## config.mk

```make
export PLATFORM = sky130hd
export DESIGN_NAME = tcc_dp
export DESIGN_NICKNAME = d
export VERILOG_FILES = /design/src/sv/tcc_pkg.sv /design/src/sv/tcc_dp.sv
export SDC_FILE = /design/constraint.sdc
export NUM_CORES = 1
export LEC_CHECK = 0
export ABC_AREA = 1
export BUFFER_PORTS_ARGS = -buffer_cell sky130_fd_sc_hd__buf_4
export CELL_PAD_IN_SITES_DETAIL_PLACEMENT = 0
export CELL_PAD_IN_SITES_GLOBAL_PLACEMENT = 1
export CORE_ASPECT_RATIO = 2
export CORE_MARGIN = 4
export CORE_UTILIZATION = 35
export DETAILED_ROUTE_END_ITERATION = 8
export PLACE_DENSITY = 0.76
export SLEW_MARGIN = 10
export SYNTH_ARGS = -nofsm -noshare
export SYNTH_HDL_FRONTEND = slang
export SYNTH_SLANG_ARGS = --single-unit
```

## constraint.sdc

```tcl
create_clock -name i_clk -period 4.35 [get_ports i_clk]
set_input_delay 0.87 -clock i_clk [delete_from_list [all_inputs] [get_ports i_clk]]
set_output_delay 0.87 -clock i_clk [all_outputs]
set_load 0.01 [all_outputs]
```

## src/sv/tcc_pkg.sv

```systemverilog
// Shared types and constants for the text console cursor controller.
`default_nettype none

package tcc_pkg;

    // Character codes with special handling.
    localparam logic [7:0] CH_TAB   = 8'd9;
    localparam logic [7:0] CH_LF    = 8'd10;
    localparam logic [7:0] CH_CR    = 8'd13;
    localparam logic [7:0] CH_SPACE = 8'd32;

    // Result kinds.
    localparam logic [1:0] KIND_STORE  = 2'd0;
    localparam logic [1:0] KIND_DRAW   = 2'd1;
    localparam logic [1:0] KIND_SCROLL = 2'd2;

    // Configuration register indexes.
    localparam int CFG_IDX_W  = 1;
    localparam int CFG_DATA_W = 10;
    localparam logic [CFG_IDX_W-1:0] CFG_COLUMNS = 1'b0;
    localparam logic [CFG_IDX_W-1:0] CFG_ROWS    = 1'b1;

    // Field widths.
    localparam int CHAR_W = 8;
    localparam int COL_W  = 8;
    localparam int ROW_W  = 9;
    localparam int COLS_W = 9;
    localparam int ROWS_W = 10;
    localparam int PX_W   = 11;
    localparam int PY_W   = 13;

    // Datapath operations.
    typedef logic [1:0] t_op;
    localparam t_op OP_INPUT  = 2'd0;
    localparam t_op OP_SPACE  = 2'd1;
    localparam t_op OP_SCROLL = 2'd2;

    typedef struct packed {
        logic step;
        t_op  op;
        logic last;
    } t_dp_cmd;

    typedef struct packed {
        logic is_tab;
        logic need_scroll;
        logic tab_cont;
    } t_dp_sts;

    typedef struct packed {
        logic [1:0]        kind;
        logic [ROW_W-1:0]  cell_row;
        logic [COL_W-1:0]  cell_col;
        logic [CHAR_W-1:0] cell_char;
        logic [PX_W-1:0]   pixel_x;
        logic [PY_W-1:0]   pixel_y;
        logic              last;
    } t_result;

endpackage

`default_nettype wire

```

## src/sv/tcc_dp.sv

```systemverilog
// Datapath: configuration, cursor registers, tab phase and the output word register.
`default_nettype none

module tcc_dp #(
    parameter int CELL_WIDTH  = 8,
    parameter int CELL_HEIGHT = 16,
    parameter int MAX_COLUMNS = 256,
    parameter int MAX_ROWS    = 512,
    parameter int TAB_STOP    = 4,
    parameter int BORDER      = 4
) (
    input  wire                                 i_clk,
    input  wire                                 i_rst_n,
    input  wire                                 i_cfg_wr_en,
    input  wire  [tcc_pkg::CFG_IDX_W-1:0]       i_cfg_index,
    input  wire  [tcc_pkg::CFG_DATA_W-1:0]      i_cfg_data,
    input  wire  [tcc_pkg::CHAR_W-1:0]          i_char_code,
    input  wire tcc_pkg::t_dp_cmd               i_cmd,
    output tcc_pkg::t_dp_sts                    o_sts,
    output tcc_pkg::t_result                    o_result
);

    localparam int PH_W = (TAB_STOP > 1) ? $clog2(TAB_STOP) : 1;
    localparam int MUL_W = 16;

    logic [tcc_pkg::COLS_W-1:0] r_columns;
    logic [tcc_pkg::ROWS_W-1:0] r_rows;
    logic [tcc_pkg::COL_W-1:0]  r_col, n_col;
    logic [tcc_pkg::ROW_W-1:0]  r_row;
    logic [tcc_pkg::ROWS_W-1:0] n_row;
    logic [PH_W-1:0]            r_phase, n_phase;
    tcc_pkg::t_result           r_res, n_res;

    logic [tcc_pkg::COLS_W-1:0] w_eff_cols;
    logic [tcc_pkg::ROWS_W-1:0] w_eff_rows;
    logic [tcc_pkg::COLS_W-1:0] w_col_inc;
    logic [tcc_pkg::ROWS_W-1:0] w_row_up;
    logic [PH_W-1:0]            w_ph_inc;
    logic                       w_wrap;
    logic                       w_is_lf, w_is_cr, w_is_tab;
    logic [MUL_W-1:0]           w_px, w_py;

    // Registers in use, saturated to the supported range.
    always_comb begin
        if (r_columns == '0) begin
            w_eff_cols = tcc_pkg::COLS_W'(1);
        end else if (r_columns > tcc_pkg::COLS_W'(MAX_COLUMNS)) begin
            w_eff_cols = tcc_pkg::COLS_W'(MAX_COLUMNS);
        end else begin
            w_eff_cols = r_columns;
        end
        if (r_rows == '0) begin
            w_eff_rows = tcc_pkg::ROWS_W'(1);
        end else if (r_rows > tcc_pkg::ROWS_W'(MAX_ROWS)) begin
            w_eff_rows = tcc_pkg::ROWS_W'(MAX_ROWS);
        end else begin
            w_eff_rows = r_rows;
        end
    end

    // Character decode.
    assign w_is_lf  = (i_char_code == tcc_pkg::CH_LF);
    assign w_is_cr  = (i_char_code == tcc_pkg::CH_CR);
    assign w_is_tab = (i_char_code == tcc_pkg::CH_TAB);

    // Cursor advance with wrap; the phase tracks the column modulo the tab stop.
    assign w_col_inc = {1'b0, r_col} + tcc_pkg::COLS_W'(1);
    assign w_wrap    = (w_col_inc >= w_eff_cols);
    assign w_row_up  = {1'b0, r_row} + tcc_pkg::ROWS_W'(1);
    assign w_ph_inc  = (r_phase == PH_W'(TAB_STOP - 1)) ? '0 : r_phase + PH_W'(1);

    // Glyph origin of the cursor cell.
    assign w_px = MUL_W'(r_col) * MUL_W'(CELL_WIDTH) + MUL_W'(BORDER);
    assign w_py = MUL_W'(r_row) * MUL_W'(CELL_HEIGHT) + MUL_W'(BORDER);

    // Next cursor and the word emitted by this step.
    always_comb begin
        n_col           = r_col;
        n_row           = {1'b0, r_row};
        n_phase         = r_phase;
        n_res.kind      = tcc_pkg::KIND_DRAW;
        n_res.cell_row  = r_row;
        n_res.cell_col  = r_col;
        n_res.cell_char = i_char_code;
        n_res.last      = i_cmd.last;
        case (i_cmd.op)
            tcc_pkg::OP_INPUT: begin
                if (w_is_lf) begin
                    n_res.kind = tcc_pkg::KIND_STORE;
                    n_col      = '0;
                    n_row      = w_row_up;
                    n_phase    = '0;
                end else if (w_is_cr) begin
                    n_res.kind = tcc_pkg::KIND_STORE;
                    n_col      = '0;
                    n_phase    = '0;
                end else if (w_is_tab) begin
                    n_res.kind = tcc_pkg::KIND_STORE;
                end else begin
                    n_col   = w_wrap ? '0 : w_col_inc[tcc_pkg::COL_W-1:0];
                    n_row   = w_wrap ? w_row_up : {1'b0, r_row};
                    n_phase = w_wrap ? '0 : w_ph_inc;
                end
            end
            tcc_pkg::OP_SPACE: begin
                n_res.cell_char = tcc_pkg::CH_SPACE;
                n_col   = w_wrap ? '0 : w_col_inc[tcc_pkg::COL_W-1:0];
                n_row   = w_wrap ? w_row_up : {1'b0, r_row};
                n_phase = w_wrap ? '0 : w_ph_inc;
            end
            tcc_pkg::OP_SCROLL: begin
                n_res.kind      = tcc_pkg::KIND_SCROLL;
                n_res.cell_row  = '0;
                n_res.cell_col  = '0;
                n_res.cell_char = '0;
                n_row           = w_eff_rows - tcc_pkg::ROWS_W'(1);
            end
            default: begin
                n_res.kind = tcc_pkg::KIND_SCROLL;
            end
        endcase
        n_res.pixel_x = (n_res.kind == tcc_pkg::KIND_DRAW) ? w_px[tcc_pkg::PX_W-1:0] : '0;
        n_res.pixel_y = (n_res.kind == tcc_pkg::KIND_DRAW) ? w_py[tcc_pkg::PY_W-1:0] : '0;
    end

    // Status back to the controller.
    assign o_sts.is_tab      = (i_cmd.op == tcc_pkg::OP_INPUT) && w_is_tab;
    assign o_sts.need_scroll = !o_sts.is_tab && (n_row >= w_eff_rows);
    assign o_sts.tab_cont    = (n_phase != '0);

    assign o_result = r_res;

    // Configuration registers.
    always_ff @(posedge i_clk) begin
        if (!i_rst_n) begin
            r_columns <= tcc_pkg::COLS_W'(256);
            r_rows    <= tcc_pkg::ROWS_W'(512);
        end else if (i_cfg_wr_en) begin
            case (i_cfg_index)
                tcc_pkg::CFG_COLUMNS: r_columns <= i_cfg_data[tcc_pkg::COLS_W-1:0];
                tcc_pkg::CFG_ROWS:    r_rows    <= i_cfg_data[tcc_pkg::ROWS_W-1:0];
                default: begin
                end
            endcase
        end
    end

    // Cursor state.
    always_ff @(posedge i_clk) begin
        if (!i_rst_n) begin
            r_col   <= '0;
            r_row   <= '0;
            r_phase <= '0;
        end else if (i_cmd.step) begin
            r_col   <= n_col;
            r_row   <= n_row[tcc_pkg::ROW_W-1:0];
            r_phase <= n_phase;
        end
    end

    // Output word register.
    always_ff @(posedge i_clk) begin
        if (i_cmd.step) begin
            r_res <= n_res;
        end
    end

endmodule

`default_nettype wire

```

# Word level (Yosys, flattened, before mapping)
# Cells that the tools add are included.
# op_classes
div_mod_pow	0
bitwise_logic	1
order_cmp	4
shift	0
mul	0
n_addsub	6
n_eq_ne	8
muxes	25
reduce_logical	11
# op_table
op	n
10-bit two-way mux	6
8-bit two-way mux	4
8-bit case mux with 2 select lines	2
10-bit case mux with 3 select lines	1
8-bit by 4-bit equality test with 1-bit output (second input constant)	3
9-bit two-way mux	2
2-bit two-way mux	7
13-bit by 3-bit adder with 13-bit output (second input constant)	1
11-bit by 3-bit adder with 11-bit output (second input constant)	1
9-bit by 1-bit adder with 10-bit output (second input constant)	1
10-bit >= comparator	1
10-bit greater-than comparator (second input constant)	1
10-bit logical NOT	1
10-bit by 1-bit subtractor with 10-bit output (second input constant)	1
8-bit by 1-bit adder with 9-bit output (second input constant)	1
9-bit >= comparator	1
9-bit greater-than comparator (second input constant)	1
9-bit logical NOT	1
2-bit case mux with 2 select lines	2
2-bit by 1-bit equality test with 1-bit output (second input constant)	2
2-bit equality test (second input constant)	2
4-bit != test (second input constant)	1
2-bit AND reduction	2
2-bit nonzero test	2
other kinds (7)	8
# word_totals
rom_bits	0
n_memories	0
reg_bits	90
ramBits	0
latchBits	0
input_bits	26

# Depth between registers and ports, before layout
# depth
depth_word	11
ltp_mapped	28

# Worst setup path before layout
# Ideal clock, no wire load.
# synth_timing
path_kind	reg2out
startpoint	reg r_col[0] (netlist bit)
endpoint	out o_sts[1] (netlist bit)
t_required_ps	3480
t_arrival_ps	3420
path_slack_ps	60
stages_incl_launch_ff	26
path_cell_list	dfxtp_1 > inv_1 > nor3_1 > nand3_1 > nor3_1 > xor2_1 > inv_1 > ha_1 > nand2_2 > nor2_4 > nand3_4 > nand4_4 > buf_6 > nand2_1 > nand3_1 > nand2_1 > nand3b_1 > nand2_1 > inv_1 > ha_1 > nand2_1 > nor4_1 > nand3_1 > nand4_1 > nand2_1 > inv_1
# synth_lines
item	line_no	source
start, declared	tcc_dp.sv:28	logic [tcc_pkg::COL_W-1:0] r_col, n_col;
start signal, assigned	tcc_dp.sv:155	r_col <= n_col;
end, declared	tcc_dp.sv:19	output tcc_pkg::t_dp_sts o_sts,

# Final worst setup path
# layout_timing
startpoint	reg r_col[1] (netlist bit)
endpoint	reg r_row[5] (netlist bit)
# layout_between
elab_chain_cells	7
# layout_rtl
item	line_no	source
8-bit by 1-bit adder with 9-bit output (*)	tcc_dp.sv:67	assign w_col_inc = {1'b0, r_col} + tcc_pkg::COLS_W'(1);
9-bit >= comparator (*)	tcc_dp.sv:68	assign w_wrap = (w_col_inc >= w_eff_cols);
10-bit two-way mux (*)	tcc_dp.sv:101, tcc_dp.sv:108	
10-bit two-way mux	tcc_dp.sv:97	end else if (w_is_tab) begin
10-bit two-way mux	tcc_dp.sv:93	end else if (w_is_cr) begin
10-bit two-way mux	tcc_dp.sv:88	if (w_is_lf) begin
10-bit case mux with 3 select lines (*)	tcc_dp.sv:86	case (i_cmd.op)
end signal, assigned	tcc_dp.sv:156	r_row <= n_row[tcc_pkg::ROW_W-1:0];
end, declared	tcc_dp.sv:29	logic [tcc_pkg::ROW_W-1:0] r_row;
# Mark *: on every way between the ends. The rest lies on a longest branch, timed or not.
# A chain may end at the register's enable or synchronous reset.

==> results_dict.tcl <==
set metrics [dict create \
    clock-sinks 84 \
    p_leak_nw 3.553 \
    worstPathMaxFanout 7 \
    die_w_um 92.22 \
    ir_worst_vdd_uv 202.4 \
    holdPathStages 2 \
    final.min_clock_period_ps 4910 \
    syn_to_final_growth_pct 50.58 \
    die_area_um2 16270 \
    violations "negative setup slack" \
    switching_power_w 0.0007068 \
    nets 911 \
    yosysTopAreaCell "edfxtp_1" \
    antenna_found_initial 0 \
    start_util_pct 35.74 \
    synthFlopType "edfxtp_1" \
    ios 81 \
    insertion_delay_ps 350 \
    synth_top_area_share_pct 27.82 \
    endpoint_kind "flop" \
    cp_slowest_cell "dfxtp_2" \
    critPathArrivalTime_ps 5180 \
    setup_violations 3 \
    yosys-top-cells-count "nand2_1, nor2_1, inv_1" \
    rsz0062_at_grt "true" \
    ys_types 37 \
    portBuffers 75 \
    finalNonFillerCells 1052 \
    yosysMostFrequentCell "nand2_1" \
    holdPathEnd "r_rows[0]$_SDFFE_PN0P_" \
    maxCapViolCount 0 \
    crit_required_ps 4620 \
    skew_ps 13.38 \
    critical_path.startpoint_type "flop" \
    grt_max_degree 68 \
    synth-edff-count 46 \
    hold_viol 0 \
    period_share_pct 112.9 \
    finalWirelength_mm 16.29 \
    place_congestion 0.9276 \
    grt_usage_pct 20.18 \
    drtIter0Drc 297 \
    cts_buffers 9 \
    place_inst 940 \
    core_um2 13890 \
    wl_per_cell_um 15.48 \
    htreeDepth 3 \
    netlist_top_cells_area "edfxtp_1, dfxtp_1, nand2_1, nor2_1, ha_1" \
    slew_viol_final 0 \
    timing.final.ws_setup_ps -559.7 \
    comb_power_share_pct 26.7 \
    status "complete, but fails checks" \
    r2r-start "r_col[1]$_SDFFE_PN0P_" \
    worstMarginPinSlew_ps 757.4 \
    routed-via-count 5231 \
    p_per_area_nw_per_um2 313.8 \
    yosysSeqAreaShare_pct 43.15 \
    nFillCells 1299 \
    num_antenna_cells 0 \
    r2r_end "r_row[5]$_SDFFE_PN0P_" \
    overflow 0 \
    vias_per_cell 4.972 \
    ant_nets 0 \
    grt_pass1_wl_mm 25.68 \
    dp_hpwl_mm 10.90 \
    r2r_cells 36 \
    cts-root-buf "clkbuf_16" \
    netlist_instances 648 \
    drive_above_1_share_pct 37.43 \
    yosys_warnings 0 \
    ff2ff_setup_slack_ps -560 \
    first_pass_iters 5 \
    slew_headroom_pct 49.50 \
    cts_buffer_depth 2 \
    rows 61 \
    multiInputGateArea_um2 2738 \
    max_stage_delay_ps 350 \
    seq_power_share_pct 39.3 \
    cpMostUsedCell "buf_4" \
    fp.dieH_um 176.4 \
    yosys_register_bits 84 \
    power_frac_clock_pct 34.0 \
    tritoncts "built" \
    synth_area_um2 4965 \
    swShare_pct 30.12 \
    hp-class "reg -> reg" \
    clk_pin_slew_ps 80 \
    ff_latch_area_um2 2146 \
    holdCritStartpoint "r_rows[0]$_SDFFE_PN0P_" \
    setup-tns-final_ps -1592 \
    worstSetupPathType "reg -> reg" \
    max_freq_ghz 0.2037 \
    postSynth.asyncResetShare_pct 0 \
    syn_avg_cell_area_um2 7.662 \
    grt_pass1_vias 5336 \
    p_int_w 0.001640 \
    drc 0 \
]
state kept, by name, summed over array words and instances, names as in the netlist:
signal     flops
r_columns      9
r_col          8
r_row          9
r_rows        10
o_result      46
r_phase        2
cells in the final DEF, fill, tap and decap left out, types with 10 or more instances in the layout:
master	n
inv_1	77
ha_1	15
a21oi_1	24
inv_2	10
dfxtp_1	35
buf_4	204
nor2_1	96
nand2_1	113
nand3_1	41
nand2_2	19
ha_4	12
nand4_1	17
edfxtp_1	46
buf_6	15
o21ai_0	39
cell families (layout without fill, tap and decap cells):
family / after synthesis / after routing / share of synthesized area [%]
xor gates and xnor gates: 10 / 10 / 1.764
AOI/OAI and AO/OA: 83 / 83 / 9.199
adders and majority gates: 27 / 27 / 6.804
buffers and inverters: 116 / 327 / 9.753
DFF: 84 / 84 / 43.15
and+or+nand+nor: 327 / 327 / 29.26
other: 1 / 5 / 0.07553
layer usage:
layer  vias to the layer above  track usage, %  share of wire [%]
li1                       2534               -                  -
met1                      2433           19.11                 35
met2                       195           38.34                 55
met3                        69           3.497                4.2
met4                         0           13.90                6.1
met5                         -               0                  0
worst max-delay path: cells and delay by family (launching register included):
family	cells	cell delay [ps]
buffers and inverters	22	2590
and+or+nand+nor	10	1170
adders and majority gates	1	250
xor gates and xnor gates	1	170
DFF	1	350
AOI/OAI and AO/OA	2	280
power by group through the flow:
stage / sequential (W) / combinational, W / clock (W)
detailed placement: 0.000938 / 0.000466 / 0
floorplan: 0.000945 / 0.000262 / 0
global placement: 0.000936 / 0.000460 / 0
CTS: 0.000921 / 0.000598 / 0.000805
global route: 0.000928 / 0.000685 / 0.000844
finish: 0.000922 / 0.000628 / 0.000797
worst max-delay path by stage:
stage | from | end | slack, ps | cells after the start
after floorplan | r_col[0]$_SDFFE_PN0P_ | o_sts[1] | 60 | 25
after global placement | r_col[0]$_SDFFE_PN0P_ | o_sts[1] | -280 | 25
after detailed placement | r_col[0]$_SDFFE_PN0P_ | o_sts[1] | -390 | 24
after CTS | r_col[2]$_SDFFE_PN0P_ | o_sts[1] | -460 | 26
after global routing | r_col[1]$_SDFFE_PN0P_ | r_row[5]$_SDFFE_PN0P_ | -730 | 36
final | r_col[1]$_SDFFE_PN0P_ | r_row[5]$_SDFFE_PN0P_ | -560 | 36
final cells by class:
class,count,area share (%)
Tap cell,189,3.163
Inverter,92,4.686
Multi-Input combinational cell,452,36.62
Sequential cell,84,28.70
Clock buffer,9,3.013
Clock inverter,7,1.071
Timing Repair Buffer,219,22.74
stage by stage:
| step | util [%] | instance area [µm²] | setup WS (ps) | hold WS, ps | power (W) |
|---|---|---|---|---|---|
| 2_1_floorplan | - | 4980 | 60.26 | 444.5 | 0.001207 |
| 6_report | 53.82 | 7476 | -559.7 | 481.8 | 0.002346 |
| 3_5_place_dp | 43.20 | 6001 | -392.2 | 458.7 | 0.001404 |
| 4_1_cts | 53.15 | 7383 | -457.8 | 469.1 | 0.002324 |
| 5_1_grt | 53.82 | 7476 | -725.3 | 503.3 | 0.002458 |
| 3_3_place_gp | 43.20 | 6001 | -275.4 | 454.7 | 0.001396 |
what timing repair did:
action                     4_1_cts  5_1_grt
pin swaps                       32       26
setup endpoints to repair        2        7
hold buffers                     0        0
gates resized for setup         61       40
setup buffers                  108        3
(Power assumes the default switching activity.)
