$ cat config.mk
export PLATFORM = sky130hd
export DESIGN_NAME = tcc_ctrl
export DESIGN_NICKNAME = d
export VERILOG_FILES = /design/src/sv/tcc_pkg.sv /design/src/sv/tcc_ctrl.sv
export SDC_FILE = /design/constraint.sdc
export NUM_CORES = 1
export LEC_CHECK = 0
export BUFFER_PORTS_ARGS = -buffer_cell sky130_fd_sc_hd__buf_2
export CORE_AREA = 2 2 39 41
export CTS_CLUSTER_SIZE = 25
export DETAILED_ROUTE_END_ITERATION = 12
export DIE_AREA = 0 0 41 43
export GPL_TIMING_DRIVEN = 0
export PLACE_DENSITY_LB_ADDON = 0.3
export RECOVER_POWER = 50
export REMOVE_ABC_BUFFERS = 1
export SYNTH_ARGS = -nofsm -noshare
export SYNTH_HDL_FRONTEND = slang
export SYNTH_SLANG_ARGS = --single-unit
$ cat constraint.sdc
create_clock -name i_clk -period 1.38 [get_ports i_clk]
set_input_delay 0 -clock i_clk [delete_from_list [all_inputs] [get_ports i_clk]]
set_output_delay 0 -clock i_clk [all_outputs]
set_load 0.02 [all_outputs]
$ cat src/sv/tcc_pkg.sv
// Shared types and constants for the text console cursor controller.
`default_nettype none

package tcc_pkg;

    // Character codes with special handling.
    localparam logic [7:0] CH_TAB   = 8'd9;
    localparam logic [7:0] CH_LF    = 8'd10;
    localparam logic [7:0] CH_CR    = 8'd13;
    localparam logic [7:0] CH_SPACE = 8'd32;

    // Result kinds.
    localparam logic [1:0] KIND_STORE  = 2'd0;
    localparam logic [1:0] KIND_DRAW   = 2'd1;
    localparam logic [1:0] KIND_SCROLL = 2'd2;

    // Configuration register indexes.
    localparam int CFG_IDX_W  = 1;
    localparam int CFG_DATA_W = 10;
    localparam logic [CFG_IDX_W-1:0] CFG_COLUMNS = 1'b0;
    localparam logic [CFG_IDX_W-1:0] CFG_ROWS    = 1'b1;

    // Field widths.
    localparam int CHAR_W = 8;
    localparam int COL_W  = 8;
    localparam int ROW_W  = 9;
    localparam int COLS_W = 9;
    localparam int ROWS_W = 10;
    localparam int PX_W   = 11;
    localparam int PY_W   = 13;

    // Datapath operations.
    typedef logic [1:0] t_op;
    localparam t_op OP_INPUT  = 2'd0;
    localparam t_op OP_SPACE  = 2'd1;
    localparam t_op OP_SCROLL = 2'd2;

    typedef struct packed {
        logic step;
        t_op  op;
        logic last;
    } t_dp_cmd;

    typedef struct packed {
        logic is_tab;
        logic need_scroll;
        logic tab_cont;
    } t_dp_sts;

    typedef struct packed {
        logic [1:0]        kind;
        logic [ROW_W-1:0]  cell_row;
        logic [COL_W-1:0]  cell_col;
        logic [CHAR_W-1:0] cell_char;
        logic [PX_W-1:0]   pixel_x;
        logic [PY_W-1:0]   pixel_y;
        logic              last;
    } t_result;

endpackage

`default_nettype wire

$ cat src/sv/tcc_ctrl.sv
// Controller state machine: sequences the words of one character and owns output valid.
`default_nettype none

module tcc_ctrl (
    input  wire               i_clk,
    input  wire               i_rst_n,
    input  wire               i_in_valid,
    output logic              o_in_ready,
    output logic              o_out_valid,
    input  wire               i_out_ready,
    input  wire tcc_pkg::t_dp_sts i_sts,
    output tcc_pkg::t_dp_cmd  o_cmd
);

    localparam logic [1:0] ST_IDLE   = 2'd0;
    localparam logic [1:0] ST_SPACE  = 2'd1;
    localparam logic [1:0] ST_SCROLL = 2'd2;

    logic [1:0] r_state, n_state;
    logic       r_cont, n_cont;
    logic       r_out_valid, n_out_valid;
    logic       w_free;

    // The output register can take a word when empty or being emptied.
    assign w_free      = !r_out_valid || i_out_ready;
    assign o_in_ready  = (r_state == ST_IDLE) && w_free;
    assign o_out_valid = r_out_valid;

    // Next state and datapath command.
    always_comb begin
        n_state    = r_state;
        n_cont     = r_cont;
        o_cmd.step = 1'b0;
        o_cmd.op   = tcc_pkg::OP_INPUT;
        o_cmd.last = 1'b0;
        case (r_state)
            ST_IDLE: begin
                o_cmd.op = tcc_pkg::OP_INPUT;
                if (i_in_valid && w_free) begin
                    o_cmd.step = 1'b1;
                    if (i_sts.is_tab) begin
                        n_state = ST_SPACE;
                    end else if (i_sts.need_scroll) begin
                        n_state = ST_SCROLL;
                        n_cont  = 1'b0;
                    end else begin
                        o_cmd.last = 1'b1;
                    end
                end
            end
            ST_SPACE: begin
                o_cmd.op = tcc_pkg::OP_SPACE;
                if (w_free) begin
                    o_cmd.step = 1'b1;
                    if (i_sts.need_scroll) begin
                        n_state = ST_SCROLL;
                        n_cont  = i_sts.tab_cont;
                    end else if (!i_sts.tab_cont) begin
                        o_cmd.last = 1'b1;
                        n_state    = ST_IDLE;
                    end
                end
            end
            ST_SCROLL: begin
                o_cmd.op = tcc_pkg::OP_SCROLL;
                if (w_free) begin
                    o_cmd.step = 1'b1;
                    o_cmd.last = !r_cont;
                    n_state    = r_cont ? ST_SPACE : ST_IDLE;
                end
            end
            default: begin
                n_state = ST_IDLE;
            end
        endcase
    end

    // Output valid follows each step and clears when the word is taken.
    always_comb begin
        if (o_cmd.step) begin
            n_out_valid = 1'b1;
        end else if (i_out_ready) begin
            n_out_valid = 1'b0;
        end else begin
            n_out_valid = r_out_valid;
        end
    end

    always_ff @(posedge i_clk) begin
        if (!i_rst_n) begin
            r_state     <= ST_IDLE;
            r_cont      <= 1'b0;
            r_out_valid <= 1'b0;
        end else begin
            r_state     <= n_state;
            r_cont      <= n_cont;
            r_out_valid <= n_out_valid;
        end
    end

endmodule

`default_nettype wire

== Yosys cells after proc, flatten, opt, wreduce, memory -nomap -nowiden ==
Cells that the tools add are included.

* Output and inout port bits: 6
* Word-level logic and storage cells: 50
* Register bits: 4
* Input port bits: 7

* Multiplexer cells: 27
* Eq/ne operators: 10
* Reduce and logical (&&, ||, !) cells: 10

{| class="wikitable"
|+ Operators with widths
! operator !! count
|-
| two-way mux 1 bit || 17
|-
| two-way mux 2 bit || 7
|-
| case mux 4 bit (3 select lines) || 1
|-
| != test 2 bit (second input constant) || 5
|-
| != test 3 bit (second input constant) || 2
|-
| case mux 2 bit (3 select lines) || 1
|-
| AND reduction 6 bit || 1
|-
| AND reduction 5 bit || 1
|-
| nonzero test 2 bit || 2
|-
| == test 2 x 1 -> 1 bit (second input constant) || 1
|-
| == test 2 bit (second input constant) || 1
|-
| logical AND 1 bit || 2
|-
| zero test 1 bit || 2
|-
| zero test 2 bit || 1
|-
| != test 2 x 1 -> 1 bit (second input constant) || 1
|-
| case mux 1 bit (2 select lines) || 1
|-
| logical OR 1 bit || 1
|}

== Longest topological paths before layout ==
Gate-level depths: netlist of run 1.

* Depth after elaboration: 6
* Gate-level depth with buffers: 5
* Mapped depth without buffers: 3

== Worst setup path after synthesis of run 1 ==
Ideal clock, no wire load.

* Path kind: register to register
* Start: register r_out_valid, in the netlist o_out_valid
* End: register r_cont
* Slack: 0.130 ns
* Required time: 1.261 ns
* Library setup time: 0.119 ns
* Arrival time: 1.131 ns
* Buffers on the path: 1
* Cell stages (with the launch flop): 5
* Clock period less this slack: 1.250 ns
* Path through: dfxtp_1 -> nor2b_4 -> buf_6 -> a2111o_1 -> mux2i_1

* Word-level cells in the longest chain between the ends: 5
* Elaborated cells on any way between the ends: 6
* Classes of those cells: eq/ne: 2; reduce/logical: 4

{| class="wikitable"
|+ RTL lines
! what !! RTL line !! source
|-
| start: declaration || tcc_ctrl.sv:21 || <nowiki>logic r_out_valid, n_out_valid;</nowiki>
|-
| start signal: assignment || tcc_ctrl.sv:97 || <nowiki>r_out_valid <= n_out_valid;</nowiki>
|-
| zero test 1 bit (*) || tcc_ctrl.sv:25 || <nowiki>assign w_free = !r_out_valid || i_out_ready;</nowiki>
|-
| logical OR 1 bit (*) || tcc_ctrl.sv:25 ||
|-
| logical AND 1 bit || tcc_ctrl.sv:39 || <nowiki>if (i_in_valid && w_free) begin</nowiki>
|-
| != test 2 x 1 -> 1 bit (no line) || n/a ||
|-
| AND reduction 6 bit (no line) (*) || n/a ||
|-
| end signal: assignment || tcc_ctrl.sv:96 || <nowiki>r_cont <= n_cont;</nowiki>
|-
| end: declaration || tcc_ctrl.sv:20 || <nowiki>logic r_cont, n_cont;</nowiki>
|}

Every way passes the cells marked *; elsewhere a longest branch is shown, timed or not.
A chain may end at the register's enable or synchronous reset.

==> flow_metrics.tcl, run 1 <==
set metrics [dict create \
    critPathCaptureType "primary output" \
    drtPass1Iterations 4 \
    leakagePower_nw 0.154 \
    pin_count 13 \
    antenna_left 0 \
    clockBufferDepth 2 \
    grt-ovfl-total 0 \
    grt_pass1_vias 249 \
    start_util 0.203 \
    synth_most_common_cell "nand2_1" \
    fin_tns_setup_ns 0 \
    area_growth_pct 26.3 \
    seq_area_frac_synth 0.286 \
    synth_xor_area_frac 0 \
    rsz0062_at_grt "no" \
    via_per_inst 4.48 \
    yosys.area_share.simple 0.344 \
    dpl.hpwl_um 476 \
    core_area_sq_um 1380 \
    synth_edf_count 0 \
    wl_per_cell_um 9.42 \
    synthAdderAreaFrac 0 \
    clk_pin_slew_ns 0.04 \
    final_nets 57 \
    fin_skew_ns 0.00101 \
    drv_slew 0 \
    drt-total-wl_um 603 \
    synth_top_flop_cell "dfxtp_1" \
    maxCapViolCount 0 \
    finalSetupViolCount 0 \
    syn_area_per_cell_sq_um 7.79 \
    die_h_um 43 \
    num_antenna_cells 0 \
    synth_cell_type_count 21 \
    cts_buffers 3 \
    ys_ff_latch 4 \
    globalplace.congestion 0.724 \
    antenna_found_initial 0 \
    synth_area_leaders "dfxtp_1 (29%), nand2_1 (6.7%), nor2b_1 (6.7%), nor3_1 (5.4%), nor3b_1 (5.4%)" \
    cp.required_ns 1.38 \
    start_kind "register" \
    drtIter0Drc 1 \
    fillers 156 \
    htree_num_levels 1 \
    dieArea_sq_um 1760 \
    hold_path_class "input port to register" \
    crit_type "register to primary output" \
    synth_top_family_by_area "simple AND/OR/NAND/NOR gates" \
    dp_cells 61 \
    track_usage 0.0812 \
    power.density_nw_per_um2 1010 \
    cts_tree "built" \
    period_needed_ns 1.21 \
    min_period_over_period 0.879 \
    fin_cells 64 \
    worst_pin_slew_ns 0.294 \
    ys_async_sr_fraction 0 \
    rows 14 \
    root_buffer "clkbuf_4" \
    vias 287 \
    clock.fmax_mhz 824 \
    worstPathArrival_ns 1.21 \
    io_buffer_count 12 \
    status "completed" \
    synth_compound_area_frac 0.223 \
    grt_pass1_wl_um 945 \
    synth_mux_area_frac 0.0357 \
    insertion_delay_ns 0.23 \
    synth_top_area_share 0.286 \
    relSlewSlack 0.803 \
    postSynthCellCount 36 \
    synth_commonest_cells "nand2_1 (5), dfxtp_1 (4), nor2b_1 (3), nor3_1 (3)" \
    grt_max_degree 11 \
    synth_area_sq_um 280 \
    die_w_um 41 \
    drive_gt1_frac 0.333 \
    clock-sinks 4 \
    yosys.area.top_type "dfxtp_1" \
    ir_drop_v 0.000337 \
    r2r_slack_ns 0.20 \
    finalHoldViolCount 0 \
    synth_warnings 0 \
    worst-path-max-fanout 10 \
    post-route-drc-count 0 \
]
==> final timing paths <==
path	from	end	depth (start not counted)
worst min-delay path	i_rst_n	o_out_valid	2
worst min register to register	r_cont	r_cont	2
worst max-delay path	r_state[1]	o_cmd[0]	4
worst max register to register	r_state[0]	r_cont	3
==> critical path, cell delays in order, from the launching register on <==
cell,delay (ns)
dfxtp_2,0.36
nor3_1,0.20
nor2_1,0.06
a211oi_1,0.18
buf_2,0.19
==> logic make-up (layout without fill, tap and decap cells) <==
family	after synthesis	count (layout)
AOI/OAI and AO/OA	9	9
buffers and inverters	5	17
DFF	4	4
muxes	1	1
and+or+nand+nor	17	17
==> layout by cell type (no fill, tap or decap) <==
cell / n
nor2b_2: 1
a21boi_1: 1
nand2b_1: 1
a211oi_1: 1
nor3_1: 3
dfxtp_2: 1
nor3b_1: 2
nand3_1: 1
a21oi_1: 2
o21ai_0: 2
dfxtp_1: 3
clkbuf_1: 1
nor2b_1: 3
o21a_1: 1
a2111o_1: 1
o2bb2ai_1: 1
nand2_1: 5
inv_1: 2
nor2_1: 1
clkbuf_4: 3
buf_2: 11
mux2i_1: 1
==> per-stage QoR <==
stage | utilization | total power, mW | area [sq um] | setup slack (ns) | hold WS, ns
2_1_floorplan | - | 0.187 | 256 | 0.223 | 0.118
3_3_place_gp | 0.243 | 0.221 | 337 | 0.198 | 0.287
3_5_place_dp | 0.243 | 0.222 | 337 | 0.201 | 0.287
4_1_cts | 0.259 | 0.368 | 359 | 0.0991 | 0.0434
5_1_grt | 0.256 | 0.389 | 354 | 0.0453 | 0.0506
6_report | 0.256 | 0.359 | 354 | 0.166 | 0.0506
==> sequential cells by signal, summed over array words and instances (netlist names) <==
name and cells:
o_out_valid 1, r_cont 1, r_state 2
==> report_power, final <==
| part | leakage (nW) | internal (mW) | total, mW | switching (mW) |
|---|---|---|---|---|
| Sequential | 0.0332 | 0.122 | 0.130 | 0.00708 |
| Combinational | 0.107 | 0.0360 | 0.0866 | 0.0506 |
| Clock | 0.0138 | 0.0972 | 0.143 | 0.0459 |
==> layer usage <==
layer  share of wire  global-route usage  up-vias
li1                -                   -      151
met4               0              0.0800        0
met1            0.48               0.103      126
met2            0.43               0.106       10
met3           0.083              0.0157        0
met5               0                   0        -
==> final cells by class <==
class	instances	area [sq um]	area share
Clock buffer	3	22.5	0.0636
Inverter	2	7.51	0.0212
Multi-Input combinational cell	27	164	0.463
Sequential cell	4	81.3	0.230
Tap cell	16	20.0	0.0565
Timing Repair Buffer	12	58.8	0.166
==> repair_timing <==
item	in CTS	in global routing
hold buffers	0	0
endpoints found under the setup margin	0	1
gates resized for setup	0	1
setup buffers	0	0
Power figures use the tool's default switching activity.
==> inputs of run 2 (changes only) <==
Settings changed: ABC_AREA from default to 1, MAX_ROUTING_LAYER from default to met4.
==> run 2 against run 1 <==
  * Via count up 21%
  * Non-clock buffer count up 1
  * Sequential share of layout area down 2.9 points
  * Flip-flop and latch count unchanged
  * Register-to-register slack better by 0.10 ns
  * Synthesized cell count up 58%
  * Core utilization up 3.3 points
  * Highest routed layer unchanged
==> flow_metrics.tcl, run 2 <==
set metrics [dict create \
    area_growth_pct 32.4 \
    drtPass1Iterations 4 \
    root_buffer "clkbuf_4" \
    drv_slew 0 \
    track_usage 0.0935 \
    place_ws_ns 0.298 \
    multi_input_area_sq_um 170 \
    power_uw 466 \
    pin_count 13 \
    grt_max_degree 6 \
    fillers 173 \
    synth_most_common_cell "nand2_1" \
    rsz0062_at_grt "no" \
    finalSetupViolCount 0 \
    maxCapViolCount 0 \
    largest_reg_flops 2 \
    die_w_um 41 \
    drt-total-wl_um 680 \
    seqCellArea_sq_um 80.1 \
    ir_drop_v 0.000418 \
    ys_async_sr_fraction 0 \
    fin_cells 88 \
    drtIter0Drc 12 \
    relSlewSlack 0.828 \
    worst_slack_ns 0.118 \
    io_buffer_count 12 \
    grt_pass1_vias 310 \
    htree_num_levels 1 \
    via_per_inst 3.93 \
    seq_area_frac_synth 0.266 \
    ys_ff_latch 4 \
    postSynthCellCount 57 \
    antenna_left 0 \
    wl_per_cell_um 7.73 \
    swShare 0.380 \
    start_kind "register" \
    clock-sinks 4 \
    cp.required_ns 1.38 \
    dp_cells 84 \
    synth_commonest_cells "nand2_1 (16), nor2_1 (14), inv_1 (11)" \
    synth_warnings 0 \
    drive_gt1_frac 0.181 \
    worst-path-max-fanout 4 \
    syn_area_per_cell_sq_um 5.29 \
    status "completed" \
    hold_path_class "input port to register" \
    finalHoldViolCount 0 \
    p_int_uw 289 \
    synth_edf_count 0 \
    core_area_sq_um 1380 \
    cts_buffers 3 \
    globalplace.congestion 0.736 \
    clockPowerShare 0.300 \
    combPwrFrac 0.391 \
    min_period_over_period 0.915 \
    final_nets 81 \
    power.density_nw_per_um2 1170 \
    grt_pass1_wl_um 1060 \
    synth_area_sq_um 302 \
    clock.fmax_mhz 792 \
    dpl.hpwl_um 583 \
    grt-ovfl-total 0 \
    layout_common_cells "nand2_1 (16), nor2_1 (15), inv_1 (10)" \
    yosys.area.top_type "dfxtp_1" \
    worst_pin_slew_ns 0.260 \
    vias 346 \
    insertion_delay_ns 0.23 \
    synth_cell_type_count 10 \
    fin_skew_ns 0.000937 \
    rows 14 \
    start_util 0.218 \
    die_h_um 43 \
    fin_tns_setup_ns 0 \
    dieArea_sq_um 1760 \
    power.switching_uw 177 \
    antenna_found_initial 0 \
    clockBufferDepth 2 \
    regMostFlops "r_state" \
    period_needed_ns 1.26 \
    synth_area_leaders "dfxtp_1 (27%), nand2_1 (20%), nor2_1 (17%), inv_1 (14%), nand3_1 (6.6%)" \
    pwr-share-seq 0.309 \
    leakagePower_nw 0.231 \
    clk_pin_slew_ns 0.04 \
    synth_top_flop_cell "dfxtp_1" \
    num_antenna_cells 0 \
    post-route-drc-count 0 \
    final_common_cell "nand2_1" \
    synth_top_area_share 0.266 \
    critPathCaptureType "primary output" \
    cts_tree "built" \
    cts_setup_buffers 0 \
    worstPathArrival_ns 1.26 \
    crit_type "register to primary output" \
]
[run 2: cell types whose count changed after synthesis, moves of 2 or more]
| cell | previous run | this run |
|---|---|---|
| inv_1 | 2 | 11 |
| nand2_1 | 5 | 16 |
| nand3_1 | 1 | 4 |
| nor2_1 | 1 | 14 |
| nor2_2 | 0 | 2 |
| nor2b_1 | 3 | 0 |
| nor3_1 | 3 | 0 |
| nor3b_1 | 2 | 0 |
[run 2: repair_timing]
| item | in CTS | in global routing |
|---|---|---|
| setup endpoints to repair | 0 | 1 |
| hold buffers | 0 | 1 |
| resized for setup | 0 | 1 |
| hold endpoints to repair | 0 | 1 |
[run 2: worst max-delay path, cell delays in order, from the launching register on]
cell	delay [ns]
dfxtp_1	0.33
inv_1	0.10
nand2_1	0.09
nor2_2	0.14
nand2_1	0.06
a21oi_1	0.14
buf_2	0.18
[run 2: final timing paths]
| check | cells past startpoint | start | endpoint | slack (ns) |
|---|---|---|---|---|
| max reg2reg | 7 | r_state[0] | r_state[0] | 0.30 |
| min | 5 | i_sts[0] | r_cont | 0.14 |
| min reg2reg | 2 | r_cont | r_cont | 0.51 |
| max | 6 | r_state[0] | o_cmd[0] | 0.12 |
[run 2: kinds of logic after synthesis]
group,count (synthesis),share of synthesized area
flops,4,0.266
buf+inv,12,0.162
compound gates,5,0.0913
simple gates,36,0.481
[run 2: power by group through the flow]
stage / Clock, mW / Sequential (mW) / Combinational (mW)
finish: 0.140 / 0.144 / 0.183
global placement: 0 / 0.145 / 0.188
floorplan: 0 / 0.148 / 0.130
detailed placement: 0 / 0.145 / 0.189
global route: 0.165 / 0.146 / 0.205
CTS: 0.151 / 0.143 / 0.190
[run 2: layout make-up]
type	count	share of cell area
inverter	11	0.103
timing repair buffer	13	0.163
clock buffer	3	0.0564
multi-input combinational	41	0.426
tap	16	0.0502
sequential	4	0.201
[run 2: routing by layer]
layer  track usage  routed length, um  vias up  part of all wire
li1              -                  -      200                 -
met1        0.0962                298      139              0.44
met2         0.134                341        7              0.50
met3        0.0157                 40        0             0.059
met4         0.100                  0        0                 0
met5             -                  0        -                 0
[run 2: per-stage QoR]
stage / hold WS, ns / instance area, sq um / utilization
2_1_floorplan: 0.120 / 294 / -
3_3_place_gp: 0.253 / 374 / 0.270
3_5_place_dp: 0.255 / 374 / 0.270
4_1_cts: 0.00483 / 397 / 0.287
5_1_grt: 0.137 / 399 / 0.288
6_report: 0.137 / 399 / 0.288
==> inputs of run 3 (changes only) <==
Settings changed: ABC_AREA 1 to 0.
Clock period 1.38 ns to 1.05 ns, I/O delays scaled along.
==> run 3 against run 2 <==
  * The flow now finishes with violations (negative setup slack)
  * Non-clock buffer count up 1
  * Design area up 4.7%
  * Clock power up 35%
  * Sequential power up 18%
  * Via count down 16%
  * Critical path depth down 2
  * Global-route usage down 0.10 points
  * Register-to-register slack worse by 0.36 ns
  * Flip-flop and latch count unchanged
  * First-iteration DRC count down 92%
  * Highest routed layer unchanged
==> flow_metrics.tcl, run 3 (same netlist as run 1, synthesis figures left out) <==
set metrics [dict create \
    status "finished, violations left" \
    violations "negative setup slack" \
    maxCapViolCount 0 \
    globalplace.congestion 0.732 \
    drt-total-wl_um 664 \
    grt_max_degree 9 \
    worst_slack_ns -0.0743 \
    drtIter0Drc 1 \
    rsz0062_at_grt "yes" \
    worst-path-max-fanout 6 \
    ir_drop_v 0.000456 \
    cts_tree "built" \
    antenna_found_initial 0 \
    power.density_nw_per_um2 1190 \
    largest_reg_flops 2 \
    core_area_sq_um 1380 \
    start_kind "register" \
    period_needed_ns 1.12 \
    rows 14 \
    worstPathArrival_ns 1.12 \
    htree_num_levels 1 \
    finalSetupViolCount 6 \
    dieArea_sq_um 1760 \
    cp.required_ns 1.05 \
    leakagePower_nw 0.174 \
    final_nets 59 \
    min_period_over_period 1.07 \
    die_w_um 41 \
    cts_buffers 3 \
    track_usage 0.0925 \
    cts_hold_buf 0 \
    clk_pin_slew_ns 0.04 \
    crit_type "register to primary output" \
    finalHoldViolCount 0 \
    grt_pass1_vias 269 \
    clock-sinks 4 \
    io_buffer_count 12 \
    place_ws_ns -0.129 \
    grt_pass1_wl_um 1060 \
    num_antenna_cells 0 \
    wl_per_cell_um 10.1 \
    start_util 0.203 \
    clockBufferDepth 2 \
    via_per_inst 4.42 \
    area_growth_pct 49.1 \
    hold_path_class "input port to register" \
    root_buffer "clkbuf_4" \
    drive_gt1_frac 0.500 \
    vias 292 \
    die_h_um 43 \
    fin_cells 66 \
    post-route-drc-count 0 \
    insertion_delay_ns 0.23 \
    power_uw 499 \
    fin_skew_ns 0.00101 \
    dpl.hpwl_um 476 \
    drtPass1Iterations 4 \
    drv_slew 0 \
    final_common_cell "buf_2" \
    grt-ovfl-total 0 \
    antenna_left 0 \
    critPathCaptureType "primary output" \
    clock.fmax_mhz 889 \
    layout_common_cells "buf_2 (8), nand2_1 (4), buf_4 (4)" \
    worst_pin_slew_ns 0.246 \
    dp_cells 61 \
    regMostFlops "r_state" \
    pin_count 13 \
    relSlewSlack 0.837 \
]
## run 3: cell count changes in the layout (fill, tap and decap cells not counted), moves of 2 or more
cell      change
nor2_1       -14
nand2_1      -12
inv_1         -9
buf_4         +4
clkbuf_1      -3
nand3_1       -3
a21oi_1       -2
dfxtp_1       -2
dfxtp_4       +2
nor2b_1       +2
nor2b_4       +2
nor3_2        +2
nor3b_1       +2
## run 3: worst paths after layout
kind	cells after the start	endpoint	slack, ns	startpoint
max reg2reg	3	r_cont	-0.06	r_state[0]
min	2	o_out_valid	0.05	i_rst_n
min reg2reg	2	r_cont	0.48	r_cont
max	4	o_cmd[3]	-0.07	r_state[0]
## run 3: per-layer routing
metal  track usage  wire (um)
met5             -          0
met4        0.0800          0
met3        0.0157         44
met2         0.122        312
met1         0.115        307
## run 3: power breakdown
| group | total, mW | leakage, nW | internal, mW | switching [mW] |
|---|---|---|---|---|
| clock network | 0.189 | 0.0138 | 0.128 | 0.0615 |
| logic | 0.139 | 0.126 | 0.0654 | 0.0740 |
| registers | 0.170 | 0.0342 | 0.159 | 0.0116 |
## run 3: cell type report
cell class,instances,area [sq um]
fill,150,966
tap,16,20.0
inverter,2,10.0
multi-input combinational,27,193
sequential,4,87.6
clock buffer,3,22.5
timing repair buffer,14,85.1
## run 3: critical path, stage by stage, from the launching register on
cell	delay, ns
dfxtp_4	0.36
nor3_2	0.20
a21oi_2	0.05
nor2b_1	0.13
buf_4	0.16
## run 3: metrics by stage
stage	utilization	TNS (ns)	area, sq um	hold slack (ns)
2_1_floorplan	-	-0.325	256	0.118
3_3_place_gp	0.243	-0.213	337	0.287
3_5_place_dp	0.243	-0.214	337	0.287
4_1_cts	0.289	-0.254	400	0.0435
5_1_grt	0.302	-0.657	418	0.0472
6_report	0.302	-0.311	418	0.0486
## run 3: timing repair
action / in CTS / in global routing
buffers inserted: 1 / 1
setup endpoints to repair: 6 / 8
gates resized for setup: 13 / 4
pin swaps: 4 / 2
